## src/sv/crx_pkg.sv

```systemverilog
`default_nettype none
// ----------------------------------------------------------------------------
// crx_pkg: shared types and constants of the COBS packet receiver
// Request payloads, the front-to-back token, result kinds and the
// receiver phases.
// ----------------------------------------------------------------------------
package crx_pkg;

    localparam int BYTE_W = 8;
    localparam int LEN_W = 9;
    localparam int ADDR_W = 32;
    localparam int ADDR_BYTES = 4;
    localparam logic [BYTE_W-1:0] BYTE_MAX = 8'hFF;

    typedef enum logic [2:0] {
        K_CMD       = 3'd0,
        K_IDX       = 3'd1,
        K_PAY       = 3'd2,
        K_END       = 3'd3,
        K_BADADDR   = 3'd4,
        K_OVERRUN   = 3'd5,
        K_MALFORMED = 3'd6
    } t_crx_kind;

    typedef enum logic [2:0] {
        PH_DEST = 3'd0,
        PH_CMD  = 3'd1,
        PH_IDX  = 3'd2,
        PH_PAY  = 3'd3,
        PH_SKIP = 3'd4
    } t_crx_phase;

    typedef struct packed {
        logic [BYTE_W-1:0] rx_byte;
        logic              host_holding;
    } t_crx_in;

    typedef struct packed {
        logic [BYTE_W-1:0] rx_byte;
        logic              host_holding;
        logic              is_delim;
        logic              is_max;
    } t_crx_tok;

    typedef struct packed {
        t_crx_kind         kind;
        logic [BYTE_W-1:0] value;
        logic [LEN_W-1:0]  pay_len;
    } t_crx_result;

endpackage
`default_nettype wire

```

## src/sv/crx_fifo.sv

```systemverilog
`default_nettype none
// ----------------------------------------------------------------------------
// crx_fifo: two-entry queue
// Holds up to two entries in registers; a push and a pop may share a cycle.
// ----------------------------------------------------------------------------
module crx_fifo #(
    parameter int W = 8
) (
    input  wire logic         i_clk,
    input  wire logic         i_rst_n,
    input  wire logic         i_push,
    input  wire logic [W-1:0] i_wdata,
    output logic              o_full,
    input  wire logic         i_pop,
    output logic [W-1:0]      o_rdata,
    output logic              o_empty
);

    logic [W-1:0] r_mem [2];
    logic         r_wptr;
    logic         r_rptr;
    logic [1:0]   r_count;
    logic         do_push;
    logic         do_pop;

    assign o_full  = (r_count == 2'd2);
    assign o_empty = (r_count == 2'd0);
    assign do_push = i_push && !o_full;
    assign do_pop  = i_pop && !o_empty;
    assign o_rdata = r_mem[r_rptr];

    always_ff @(posedge i_clk) begin
        if (!i_rst_n) begin
            r_wptr  <= 1'b0;
            r_rptr  <= 1'b0;
            r_count <= 2'd0;
        end else begin
            if (do_push) begin
                r_wptr <= !r_wptr;
            end
            if (do_pop) begin
                r_rptr <= !r_rptr;
            end
            unique case ({do_push, do_pop})
                2'b10:   r_count <= r_count + 2'd1;
                2'b01:   r_count <= r_count - 2'd1;
                default: r_count <= r_count;
            endcase
        end
    end

    always_ff @(posedge i_clk) begin
        if (do_push) begin
            r_mem[r_wptr] <= i_wdata;
        end
    end

`ifndef ASSERT_OFF
    a_count_bound: assert property (@(posedge i_clk) disable iff (!i_rst_n)
        r_count <= 2'd2)
        else $error("queue occupancy out of range");

    a_ptr_balance: assert property (@(posedge i_clk) disable iff (!i_rst_n)
        (r_count == 2'd0 || r_count == 2'd2) |-> (r_wptr == r_rptr))
        else $error("queue pointers disagree with occupancy");
`endif

endmodule
`default_nettype wire

```

## src/sv/crx_front.sv

```systemverilog
`default_nettype none
// ----------------------------------------------------------------------------
// crx_front: receive front end
// Accepts line bytes, marks delimiters and code 255, and queues them as
// tokens for the decoder.
// ----------------------------------------------------------------------------
module crx_front
    import crx_pkg::*;
(
    input  wire logic    i_clk,
    input  wire logic    i_rst_n,
    input  wire logic    i_push,
    input  wire t_crx_in i_item,
    output logic         o_full,
    input  wire logic    i_tok_pop,
    output t_crx_tok     o_tok,
    output logic         o_tok_valid
);

    t_crx_tok tok_in;
    logic     tok_empty;

    always_comb begin
        tok_in.rx_byte      = i_item.rx_byte;
        tok_in.host_holding = i_item.host_holding;
        tok_in.is_delim     = (i_item.rx_byte == '0);
        tok_in.is_max       = (i_item.rx_byte == BYTE_MAX);
    end

    crx_fifo #(
        .W ($bits(t_crx_tok))
    ) u_tok_q (
        .i_clk   (i_clk),
        .i_rst_n (i_rst_n),
        .i_push  (i_push),
        .i_wdata (tok_in),
        .o_full  (o_full),
        .i_pop   (i_tok_pop),
        .o_rdata (o_tok),
        .o_empty (tok_empty)
    );

    assign o_tok_valid = !tok_empty;

endmodule
`default_nettype wire

```

## src/sv/crx_back.sv

```systemverilog
`default_nettype none
// ----------------------------------------------------------------------------
// crx_back: COBS decoder and frame sequencer
// Decodes one token a cycle while the result queue has room, checks the destination and emits results.
// ----------------------------------------------------------------------------
module crx_back
    import crx_pkg::*;
#(
    parameter int DEST_BYTES  = 4,
    parameter int PAYLOAD_MAX = 256,
    parameter int CRC_BYTES   = 2
) (
    input  wire logic              i_clk,
    input  wire logic              i_rst_n,
    input  wire logic              i_cfg_we,
    input  wire logic [ADDR_W-1:0] i_cfg_wdata,
    input  wire t_crx_tok          i_tok,
    input  wire logic              i_tok_valid,
    output logic                   o_tok_pop,
    input  wire logic              i_res_full,
    output logic                   o_res_push,
    output t_crx_result            o_res
);

    localparam int CW = $clog2(DEST_BYTES + 1);
    localparam int PAY_LIMIT = PAYLOAD_MAX + CRC_BYTES;
    localparam int PW = $clog2(PAY_LIMIT + 1);
    localparam int LW = (PW > LEN_W) ? PW : LEN_W;
    localparam logic [ADDR_W-1:0] DEST_MASK = (DEST_BYTES >= ADDR_BYTES) ? '1
        : ADDR_W'((64'd1 << (8 * DEST_BYTES)) - 64'd1);

    t_crx_phase        r_phase, n_phase;
    logic [BYTE_W-1:0] r_block_rem, n_block_rem;
    logic              r_zero_due, n_zero_due;
    logic [CW-1:0]     r_dest_count, n_dest_count;
    logic [ADDR_W-1:0] r_dest_shift, n_dest_shift;
    logic              r_dest_excess, n_dest_excess;
    logic [PW-1:0]     r_payload_count, n_payload_count;
    logic [ADDR_W-1:0] r_own_address;

    logic              dec_ok;
    logic [BYTE_W-1:0] dec_byte;
    logic [BYTE_W-1:0] dec_block;
    logic              dec_zero_due;
    logic [LW-1:0]     len_full;

    assign o_tok_pop = i_tok_valid && !i_res_full;
    assign len_full  = LW'(r_payload_count) - LW'(CRC_BYTES);

    always_ff @(posedge i_clk) begin
        if (!i_rst_n) begin
            r_own_address <= '0;
        end else if (i_cfg_we) begin
            r_own_address <= i_cfg_wdata;
        end
    end

    always_ff @(posedge i_clk) begin
        if (!i_rst_n) begin
            r_phase         <= PH_DEST;
            r_block_rem     <= '0;
            r_zero_due      <= 1'b0;
            r_dest_count    <= '0;
            r_dest_shift    <= '0;
            r_dest_excess   <= 1'b0;
            r_payload_count <= '0;
        end else begin
            r_phase         <= n_phase;
            r_block_rem     <= n_block_rem;
            r_zero_due      <= n_zero_due;
            r_dest_count    <= n_dest_count;
            r_dest_shift    <= n_dest_shift;
            r_dest_excess   <= n_dest_excess;
            r_payload_count <= n_payload_count;
        end
    end

    // One COBS step: a code byte opens a block, a data byte passes through.
    always_comb begin
        if (r_block_rem == '0) begin
            dec_ok       = r_zero_due;
            dec_byte     = '0;
            dec_block    = i_tok.rx_byte - 8'd1;
            dec_zero_due = !i_tok.is_max;
        end else begin
            dec_ok       = 1'b1;
            dec_byte     = i_tok.rx_byte;
            dec_block    = r_block_rem - 8'd1;
            dec_zero_due = r_zero_due;
        end
    end

    always_comb begin
        n_phase         = r_phase;
        n_block_rem     = r_block_rem;
        n_zero_due      = r_zero_due;
        n_dest_count    = r_dest_count;
        n_dest_shift    = r_dest_shift;
        n_dest_excess   = r_dest_excess;
        n_payload_count = r_payload_count;
        o_res_push            = 1'b0;
        o_res.kind            = K_CMD;
        o_res.value           = '0;
        o_res.pay_len         = '0;

        if (o_tok_pop) begin
            if (i_tok.is_delim) begin
                n_phase       = PH_DEST;
                n_block_rem   = '0;
                n_zero_due    = 1'b0;
                n_dest_count  = '0;
                n_dest_shift  = '0;
                n_dest_excess = 1'b0;
                unique case (r_phase)
                    PH_CMD, PH_IDX: begin
                        o_res_push = 1'b1;
                        o_res.kind = K_MALFORMED;
                    end
                    PH_PAY: begin
                        o_res_push = 1'b1;
                        if (32'(r_payload_count) < 32'(CRC_BYTES)) begin
                            o_res.kind = K_MALFORMED;
                        end else begin
                            o_res.kind    = K_END;
                            o_res.pay_len = len_full[LEN_W-1:0];
                        end
                    end
                    default: begin
                    end
                endcase
            end else begin
                if (r_phase != PH_SKIP) begin
                    n_block_rem = dec_block;
                    n_zero_due  = dec_zero_due;
                end
                unique case (r_phase)
                    PH_DEST: begin
                        if (dec_ok) begin
                            if (32'(r_dest_count) < 32'(ADDR_BYTES)) begin
                                n_dest_shift = r_dest_shift
                                    | (ADDR_W'(dec_byte) << {r_dest_count, 3'b000});
                            end else if (dec_byte != '0) begin
                                n_dest_excess = 1'b1;
                            end
                            n_dest_count = r_dest_count + CW'(1);
                        end
                        if (32'(n_dest_count) >= 32'(DEST_BYTES)) begin
                            if (n_dest_excess
                                || n_dest_shift != (r_own_address & DEST_MASK)) begin
                                n_phase    = PH_SKIP;
                                o_res_push = 1'b1;
                                o_res.kind = K_BADADDR;
                            end else if (i_tok.host_holding) begin
                                n_phase    = PH_SKIP;
                                o_res_push = 1'b1;
                                o_res.kind = K_OVERRUN;
                            end else begin
                                n_phase = PH_CMD;
                            end
                        end
                    end
                    PH_CMD: begin
                        if (dec_ok) begin
                            n_phase     = PH_IDX;
                            o_res_push  = 1'b1;
                            o_res.kind  = K_CMD;
                            o_res.value = dec_byte;
                        end
                    end
                    PH_IDX: begin
                        if (dec_ok) begin
                            n_phase         = PH_PAY;
                            n_payload_count = '0;
                            o_res_push      = 1'b1;
                            o_res.kind      = K_IDX;
                            o_res.value     = dec_byte;
                        end
                    end
                    PH_PAY: begin
                        if (dec_ok) begin
                            o_res_push = 1'b1;
                            if (32'(r_payload_count) < 32'(PAY_LIMIT)) begin
                                n_payload_count = r_payload_count + PW'(1);
                                o_res.kind      = K_PAY;
                                o_res.value     = dec_byte;
                            end else begin
                                n_phase    = PH_SKIP;
                                o_res.kind = K_MALFORMED;
                            end
                        end
                    end
                    default: begin
                    end
                endcase
            end
        end
    end

`ifndef ASSERT_OFF
    a_delim_restarts: assert property (@(posedge i_clk) disable iff (!i_rst_n)
        (o_tok_pop && i_tok.is_delim) |=> (r_phase == PH_DEST && r_dest_count == '0))
        else $error("delimiter did not restart the frame");

    a_result_needs_token: assert property (@(posedge i_clk) disable iff (!i_rst_n)
        o_res_push |-> (o_tok_pop && !i_res_full))
        else $error("result produced without a consumed token");

    a_payload_bound: assert property (@(posedge i_clk) disable iff (!i_rst_n)
        32'(r_payload_count) <= 32'(PAY_LIMIT))
        else $error("payload count beyond limit");
`endif

endmodule
`default_nettype wire

```

## src/sv/cobs_packet_receiver_top.sv

```systemverilog
`default_nettype none
// A byte request is registered in the token queue; the decoder then writes
// its result, if it gives one, into the result queue, which presents it on
// the result ports.
// Throughput: one byte per cycle while the result queue has room.
// Reset (synchronous, active low) empties both queues, clears the address and
// puts the decoder into the destination phase with all counters at zero.
// ----------------------------------------------------------------------------
// cobs_packet_receiver_top: COBS deframer with destination filter
// Decodes raw line bytes into command, index, payload and frame-status
// results; a frame for another address gives at most a refusal result.
// ----------------------------------------------------------------------------
module cobs_packet_receiver_top
    import crx_pkg::*;
#(
    parameter int DEST_BYTES  = 4,
    parameter int PAYLOAD_MAX = 256,
    parameter int CRC_BYTES   = 2
) (
    input  wire logic              i_clk,
    input  wire logic              i_rst_n,
    input  wire logic              i_cfg_we,
    input  wire logic [ADDR_W-1:0] i_cfg_wdata,
    input  wire logic              push,
    input  wire t_crx_in           i_rx_item,
    output logic                   full,
    output logic                   empty,
    input  wire logic              pop,
    output t_crx_result            o_result
);

    // The front end classifies each byte request (delimiter, code 255) and
    // holds it in a two-entry queue, so the line side can go on pushing while the
    // decoder waits on a full result queue, until this queue fills as well.
    t_crx_tok    tok;
    logic        tok_valid;
    logic        tok_pop;

    // The back end decodes one token per cycle whenever the result queue has
    // room; a token that yields no result is simply consumed.
    t_crx_result res;
    logic        res_push;
    logic        res_full;

    crx_front u_front (
        .i_clk       (i_clk),
        .i_rst_n     (i_rst_n),
        .i_push      (push),
        .i_item      (i_rx_item),
        .o_full      (full),
        .i_tok_pop   (tok_pop),
        .o_tok       (tok),
        .o_tok_valid (tok_valid)
    );

    crx_back #(
        .DEST_BYTES  (DEST_BYTES),
        .PAYLOAD_MAX (PAYLOAD_MAX),
        .CRC_BYTES   (CRC_BYTES)
    ) u_back (
        .i_clk       (i_clk),
        .i_rst_n     (i_rst_n),
        .i_cfg_we    (i_cfg_we),
        .i_cfg_wdata (i_cfg_wdata),
        .i_tok       (tok),
        .i_tok_valid (tok_valid),
        .o_tok_pop   (tok_pop),
        .i_res_full  (res_full),
        .o_res_push  (res_push),
        .o_res       (res)
    );

    // The result queue separates the decoder from the consumer: the oldest
    // result is presented whenever the queue is not empty.
    crx_fifo #(
        .W ($bits(t_crx_result))
    ) u_res_q (
        .i_clk   (i_clk),
        .i_rst_n (i_rst_n),
        .i_push  (res_push),
        .i_wdata (res),
        .o_full  (res_full),
        .i_pop   (pop),
        .o_rdata (o_result),
        .o_empty (empty)
    );

endmodule
`default_nettype wire

```

## config.mk

```make
export PLATFORM = sky130hd
export DESIGN_NAME = cobs_packet_receiver_top
export DESIGN_NICKNAME = d
export VERILOG_FILES = /design/src/sv/crx_pkg.sv /design/src/sv/crx_fifo.sv /design/src/sv/crx_front.sv /design/src/sv/crx_back.sv /design/src/sv/cobs_packet_receiver_top.sv
export SDC_FILE = /design/constraint.sdc
export NUM_CORES = 1
export LEC_CHECK = 0
export BUFFER_PORTS_ARGS = -buffer_cell sky130_fd_sc_hd__buf_4
export CELL_PAD_IN_SITES_DETAIL_PLACEMENT = 1
export CELL_PAD_IN_SITES_GLOBAL_PLACEMENT = 2
export CORE_MARGIN = 3
export CORE_UTILIZATION = 35
export DETAILED_ROUTE_END_ITERATION = 8
export MAX_ROUTING_LAYER = met4
export PLACE_DENSITY = 0.76
export SLEW_MARGIN = 5
export SYNTH_ARGS = -nofsm -noshare
export SYNTH_HDL_FRONTEND = slang
export SYNTH_SLANG_ARGS = --single-unit
export TNS_END_PERCENT = 20
```

## constraint.sdc

```tcl
create_clock -name i_clk -period 8.44 [get_ports i_clk]
set_clock_uncertainty 0.05 [all_clocks]
set_input_delay 0.422 -clock i_clk [delete_from_list [all_inputs] [get_ports i_clk]]
set_output_delay 0.422 -clock i_clk [all_outputs]
set_load 0.005 [all_outputs]
```

; ---- After elaboration in Yosys (flattened, before gate mapping)
; Memory sizes are Yosys's and may differ from the RTL's. A register that Yosys moved wholly into a read port is not among the register bits.
; Cells that the tools add are included.
[classes]
n_lt_le_gt_ge = 4
n_bitwise = 2
shifts = 1
n_mux = 78
eq_ne = 20
reduce_logical = 35
n_addsub = 9
[ops]
columns = operator, n
row1 = 2-to-1 mux 32 bit, 7
row2 = 2-to-1 mux 9 bit, 7
row3 = 2-to-1 mux 3 bit, 20
row4 = 2-to-1 mux 8 bit, 7
row5 = inequality test 32 bit, 1
row6 = OR 32 bit, 1
row7 = << shifter 8 x 6 -> 32 bit, 1
row8 = 2-to-1 mux 1 bit, 27
row9 = case mux 3 bit (4 select lines), 2
row10 = case mux 8 bit (3 select lines), 1
row11 = 2-to-1 mux 20 bit, 1
row12 = case mux 9 bit (2 select lines), 1
row13 = zero test 8 bit, 2
row14 = subtractor 8 x 1 -> 8 bit (second input constant), 2
row15 = inequality test 3 x 2 -> 1 bit (second input constant), 4
row16 = nonzero test 2 bit, 6
row17 = 2-to-1 mux 11 bit, 1
row18 = adder 9 x 1 -> 9 bit (second input constant), 1
row19 = zero test 1 bit, 9
row20 = less-than comparator 9 x 2 -> 1 bit (second input constant), 1
row21 = less-than comparator 9 bit (second input constant), 1
row22 = subtractor 9 x 2 -> 9 bit (second input constant), 1
row23 = equality test 2 bit (second input constant), 4
row24 = equality test 8 bit (second input constant), 1
row25 = other kinds (26), 40
[word_totals]
ff_bits = 97
mem_bits_rw = 62
n_memories = 2
wordCells = 165
[memory_table]
columns = name, depth, word_bits, read_ports, rd_ports_with_merged_regs, write_ports, line
row1 = u_res_q.r_mem, 2, 20, 1, 1, 1, crx_fifo.sv:19  ; logic [W-1:0] r_mem [2];
row2 = u_front.u_tok_q.r_mem, 2, 11, 1, 1, 1, crx_fifo.sv:19

; ---- Longest topological paths before layout
[depth]
ltp_word = 19
ltp_mapped = 15
depth_no_buf = 12

; ---- Hierarchy
; From an unflattened synthesis, not the netlist that was laid out.
[unflattened]
cells_unflattened = 819
hier_area_um2 = 7878.8
[by_module_without_submodules]
columns = module, cells_per_inst, instances, area_each_um2
row1 = crx_back, 664, 1, 5141.2
row2 = crx_fifo (u_res_q), 88, 1, 1672.9
row3 = crx_fifo (u_front.u_tok_q), 60, 1, 1026.0
row4 = crx_front, 7, 1, 38.8

; ---- Worst setup path before layout
; No wires, ideal clock.
[synth_timing]
path_kind = reg2reg
start = reg u_back.r_block_rem[4]
end = mem u_res_q.r_mem[1][0] in the netlist's numbering (enable)
stages_incl_launch_ff = 12
n_path_buf = 2
period_less_slack_ns = 3.820
t_arrival_ns = 3.374
slack_ns = 4.620
required_time_ns = 7.993
setup_ns = 0.397
cell_sequence = dfxtp_1 or4_1 clkbuf_1 nor2_1 clkbuf_1 o21ai_0 o22a_1 nand4_1 nor4_2 and2b_1 o22a_2 nor2_1
[synth_between]
elab_chain_cells = 19
elab_cells_between_ends = 33
cone_classes = order compare (1) / eq/ne (1) / shift (1) / mux (25) / bitwise (1) / reduce/logical (4)
[synth_rtl]
columns = item, line
row1 = from (decl), crx_back.sv:33  ; logic [BYTE_W-1:0] r_block_rem, n_block_rem;
row2 = from (signal assigned), crx_back.sv:69  ; r_block_rem <= n_block_rem;
row3 = zero test 8 bit (*), crx_back.sv:80  ; if (r_block_rem == '0) begin
row4 = 2-to-1 mux 8 bit, crx_back.sv:80
row5 = << shifter 8 x 6 -> 32 bit, crx_back.sv:141  ; | (ADDR_W'(dec_byte) << {r_dest_count, 3'b000});
row6 = OR 32 bit, crx_back.sv:141
row7 = 2-to-1 mux 32 bit, crx_back.sv:139  ; if (32'(r_dest_count) < 32'(ADDR_BYTES)) begin
row8 = 2-to-1 mux 32 bit, crx_back.sv:138  ; if (dec_ok) begin
row9 = 2-to-1 mux 32 bit, crx_back.sv:136  ; unique case (r_phase)
row10 = 2-to-1 mux 32 bit, crx_back.sv:107  ; if (i_tok.is_delim) begin
row11 = [... 3 more ...], -
row12 = 2-to-1 mux 1 bit, crx_back.sv:148  ; if (n_dest_excess
row13 = 2-to-1 mux 1 bit, crx_back.sv:147  ; if (32'(n_dest_count) >= 32'(DEST_BYTES)) begin
row14 = case mux 1 bit (2 select lines) (*), crx_back.sv:136
row15 = 2-to-1 mux 1 bit (*), crx_back.sv:107
row16 = 2-to-1 mux 1 bit (*), crx_back.sv:106  ; if (o_tok_pop) begin
row17 = logical AND 1 bit (*), crx_fifo.sv:28  ; assign do_push = i_push && !o_full;
row18 = 2-to-1 mux 1 bit (*), crx_fifo.sv:53  ; if (do_push) begin
row19 = 2-to-1 mux 1 bit (not written as such) (*), crx_fifo.sv:54  ; r_mem[r_wptr] <= i_wdata;
row20 = to (decl), crx_fifo.sv:19
; Mark *: on every way between the ends. The rest lies on a longest branch, timed or not. The select of a mux whose other input is x is not followed.

; ---- Final worst setup path
[layout_timing]
start = reg u_back.r_block_rem[0]
end = reg u_res_q.r_count[1]
[layout_between]
elab_chain_cells = 19
elab_cells_between_ends = 35
cone_classes = order compare (1) / eq/ne (3) / shift (1) / mux (24) / bitwise (1) / reduce/logical (5)
[layout_rtl]
columns = item, line
row1 = zero test 8 bit (*), crx_back.sv:80
row2 = 2-to-1 mux 8 bit, crx_back.sv:80
row3 = << shifter 8 x 6 -> 32 bit, crx_back.sv:141
row4 = OR 32 bit, crx_back.sv:141
row5 = 2-to-1 mux 32 bit, crx_back.sv:139
row6 = 2-to-1 mux 32 bit, crx_back.sv:138
row7 = 2-to-1 mux 32 bit, crx_back.sv:136
row8 = 2-to-1 mux 32 bit, crx_back.sv:107
row9 = [... 3 more ...], -
row10 = 2-to-1 mux 1 bit, crx_back.sv:148
row11 = 2-to-1 mux 1 bit, crx_back.sv:147
row12 = case mux 1 bit (2 select lines) (*), crx_back.sv:136
row13 = 2-to-1 mux 1 bit (*), crx_back.sv:107
row14 = 2-to-1 mux 1 bit (*), crx_back.sv:106
row15 = logical AND 1 bit (*), crx_fifo.sv:28
row16 = equality test 2 x 1 -> 1 bit or equality test 2 bit (tied branches), crx_fifo.sv:44  ; unique case ({do_push, do_pop})
row17 = case mux 2 bit (2 select lines) or nonzero test 2 bit (tied branches), -
row18 = to (signal assigned), crx_fifo.sv:45  ; 2'b10: r_count <= r_count + 2'd1;
row19 = to (signal assigned), crx_fifo.sv:46  ; 2'b01: r_count <= r_count - 2'd1;
row20 = to (signal assigned), crx_fifo.sv:47  ; default: r_count <= r_count;
row21 = to (decl), crx_fifo.sv:22  ; logic [1:0] r_count;
; Marks and branches as above.
; A chain may end at the register's enable or synchronous reset.

==> flow_summary.json <==
{
  "crit_start": "u_back.r_block_rem[0]$_SDFFE_PN0P_",
  "path_cells": "nor3_2 -> a31oi_1 -> a211o_1 -> a32o_1 -> or4_1 -> nor4_2 -> and2b_1 -> o22a_2 -> ha_1 -> or3_1 -> a21boi_0",
  "synth_fa_ha_area_share_pct": 1.124,
  "cts_made_buffers": 17,
  "finalMaxSlewViolations": 0,
  "cts_tree": "done",
  "worstReg2RegStart": "u_back.r_block_rem[0]$_SDFFE_PN0P_",
  "yosys.area.top_type": "dfxtp_1",
  "crit_slowest_cell": "nor3_2",
  "hold_class": "input pin to flip-flop",
  "clkPwrFrac_pct": 28.6,
  "antenna_found_initial": 0,
  "cts_root_buffer": "clkbuf_16",
  "core_area_mm2": 0.02142,
  "crit_required_ns": 8.73,
  "grt_max_degree": 59,
  "clk_path_buf_depth": 2,
  "async_reset_ff_share_pct": 0,
  "postCtsSetupRepairBufs": 0,
  "end_kind": "flip-flop",
  "io_pins": 68,
  "cts_hold_buf": 0,
  "synth_edf_count": 62,
  "layout_common_cells": "99 x dfxtp_1, 87 x nor2_1, 71 x buf_4",
  "synth-simple-area-share_pct": 18.72,
  "ant_nets": 0,
  "synth_compound_area_share_pct": 15.24,
  "syn_area_mm2": 0.007794,
  "diodes": 0,
  "clkSinkCount": 161,
  "tns_ns": 0,
  "synth_ff_type": "dfxtp_1",
  "drt_wl_total_mm": 22.04,
  "critPathTopFamily": "simple AND/OR/NAND/NOR gates",
  "min_period_over_period_pct": 56.05,
  "ys_warn_count": 0,
  "rrSetupSlack_ns": 3.71,
  "post_cts_resized": 0,
  "first_pass_iters": 5,
  "nets": 884,
  "status": "finished, final reports clean",
  "synth_fp_nets": 836,
  "synthDistinctLibCells": 65,
  "layout-drive-gt1-share_pct": 17.30,
  "crit_type": "flip-flop to flip-flop",
  "numPortBuffers": 67,
  "grt_pass1_wl_mm": 35.41,
  "hold_path_end": "u_front.u_tok_q.r_mem[1][2]$_DFFE_PP_",
  "clkSlewWorstSetupHoldPaths_ns": 0.06,
  "synthMuxAreaShare_pct": 10.24,
  "die_area_mm2": 0.02409,
  "drc": 0,
  "grtUsageMet1_pct": 28.30,
  "layout_commonest_cell": "dfxtp_1",
  "avgSynthCellArea_um2": 9.954,
  "worst_setup_path_start_kind": "flip-flop",
  "slew_headroom_pct": 14.33,
  "synth-seq-cells": 161,
  "min_from": "i_rx_item[0]",
  "synth_area_leaders": "dfxtp_1 25%, edfxtp_1 24%, mux2i_1 5.9%",
  "synth_top_family_by_area": "simple AND/OR/NAND/NOR gates",
  "cp.buffers_inverters": 0,
  "worstMarginPinSlew_ns": 1.275,
  "num_vias": 6187,
  "dp_hpwl_mm": 16.10,
  "grt-ovfl-total": 0,
  "hold_viol": 0,
  "power.switching_uw": 991.2,
  "max_cap_viol_count": 0,
  "htreeDepth": 4,
  "swShare_pct": 38.63,
  "critPathMaxFanout": 17,
  "die_x_um": 155.2,
  "yosys.area.top_type_share_pct": 25.43,
  "syn_inst": 783,
  "worstRegToRegCells": 11,
  "slowest_delay_ns": 0.88,
  "fmaxAchievable_mhz": 211.4,
  "power.density_mw_per_mm2": 282.6,
  "fin_crit_ns": 4.730,
  "start_util_pct": 36.39,
  "pre_cts_ws_ns": 3.806,
  "routed_via_density": 5.529,
  "arrival_ns": 5.02,
  "p_int_mw": 1.575,
  "gp_congestion": 0.8999,
  "leakagePower_nw": 3.230,
  "power_frac_seq_pct": 36.9,
  "grtUsageMet3_pct": 3.366,
  "use_met2_pct": 27.02,
  "finalSetupViolCount": 0,
  "grt-busiest-layer": "met1",
  "drt-wirelength-per-cell_um": 19.70,
  "r2r_end": "u_res_q.r_count[1]$_SDFFE_PN0P_",
  "ys_seq_area_share_pct": 49.32,
  "fin_ws_ns": 3.710,
  "grt_pass1_vias": 6335,
  "area_growth_pct": 16.50,
  "rsz0062_at_grt": "no",
  "drt_iter0_drc": 390,
  "holdPathStages": 1,
  "die_height_um": 155.2,
  "synth-xor-area-share_pct": 2.585,
  "rows": 53,
  "comb_power_share_pct": 34.5,
  "grt_usage_pct": 19.03,
  "clock_latency_ns": 0.42,
  "ir_drop_mv": 0.1489
}
-- power by group through the flow --
| stage | Sequential, mW | Clock, mW | Combinational, mW |
|---|---|---|---|
| 2_1_floorplan | 0.923 | 0 | 0.631 |
| 3_5_place_dp | 0.962 | 0 | 0.866 |
| 5_1_grt | 0.956 | 0.787 | 0.968 |
| 3_3_place_gp | 0.957 | 0 | 0.855 |
| 6_report | 0.946 | 0.734 | 0.885 |
| 4_1_cts | 0.945 | 0.756 | 0.873 |
-- cells by family after synthesis --
kind of cell,after synthesis
mux,76
fa+ha+maj,7
compound gates,178
flops,161
buf+inv,56
simple gates,282
xor+xnor,23
-- cell usage after synthesis, types with 3 or more instances --
library cell and n:
o221ai_1 7, nand2_1 43, or2_2 8, or3_1 10, a21boi_0 3, or4_1 8, ha_1 7, nand2b_1 8
mux2i_1 46, o31ai_1 3, o2111ai_1 6, o22ai_1 7, a22oi_1 6, buf_1 6, xor2_1 11, a21oi_1 61
nor2_1 88, o211ai_1 4, a2111oi_0 3, nand4b_1 3, mux2_2 29, nor2b_1 45, o21a_1 5, xnor2_1 12
inv_1 13, a32o_1 3, a211oi_1 5, nand3_1 7, a31oi_1 10, a311oi_1 11, nand4_1 13, nor3_1 19
dfxtp_1 99, o21ai_0 24, and2_1 17, a211o_1 7, clkbuf_1 33, edfxtp_1 62
-- per-stage QoR --
stage	util (%)	hold slack, ns	power [mW]	std cells	instance area (um^2)
2_1_floorplan	-	0.3868	1.554	783	7794
3_3_place_gp	39.78	0.4042	1.812	1087	8521
3_5_place_dp	39.78	0.4126	1.828	1087	8521
4_1_cts	42.39	0.1257	2.574	1119	9080
5_1_grt	42.39	0.1323	2.712	1119	9080
6_report	42.39	0.1452	2.566	1119	9080
-- how the worst max path moves through the flow --
stage | endpoint | depth (start not counted)
2_1_floorplan | u_res_q.r_mem[1][0]$_DFFE_PP_ | 11
3_3_place_gp | u_res_q.r_count[1]$_SDFFE_PN0P_ | 10
3_5_place_dp | u_res_q.r_count[1]$_SDFFE_PN0P_ | 11
4_1_cts | u_res_q.r_count[1]$_SDFFE_PN0P_ | 11
5_1_grt | u_res_q.r_count[1]$_SDFFE_PN0P_ | 11
6_report | u_res_q.r_count[1]$_SDFFE_PN0P_ | 11
-- sequential cells by signal, indices dropped and copies added, names as in the netlist, named ones only --
signal                   flops
u_res_q.r_mem               40
u_back.r_dest_shift         32
u_back.r_own_address        32
u_front.u_tok_q.r_mem       22
u_back.r_payload_count       9
u_back.r_block_rem           8
u_back.r_dest_count          3
u_back.r_phase               3
u_front.u_tok_q.r_count      2
u_res_q.r_count              2
u_back.r_dest_excess         1
u_back.r_zero_due            1
u_front.u_tok_q.r_rptr       1
u_front.u_tok_q.r_wptr       1
u_res_q.r_rptr               1
u_res_q.r_wptr               1
-- cell type report --
class / count / area (um^2)
fill: 2380 / 12340
sequential: 161 / 3844
multi-input combinational: 566 / 3747
timing repair buffer: 71 / 533.0
clock buffer: 19 / 432.9
tap: 275 / 344.1
clock inverter: 13 / 126.4
inverter: 14 / 52.55
-- per-layer routing --
metal | part of all wire (%) | up-vias
li1 | - | 2979
met5 | 0 | -
met1 | 51 | 3038
met4 | 1.2 | 0
met2 | 43 | 149
met3 | 5.0 | 21
-- worst reg2reg max path: stages, from the launching register on --
cell	delay, ns
dfxtp_1	0.34
nor3_2	0.88
a31oi_1	0.46
a211o_1	0.39
a32o_1	0.21
or4_1	0.56
nor4_2	0.45
and2b_1	0.29
o22a_2	0.22
ha_1	0.27
or3_1	0.37
a21boi_0	0.16
(Power assumes the default switching activity.)
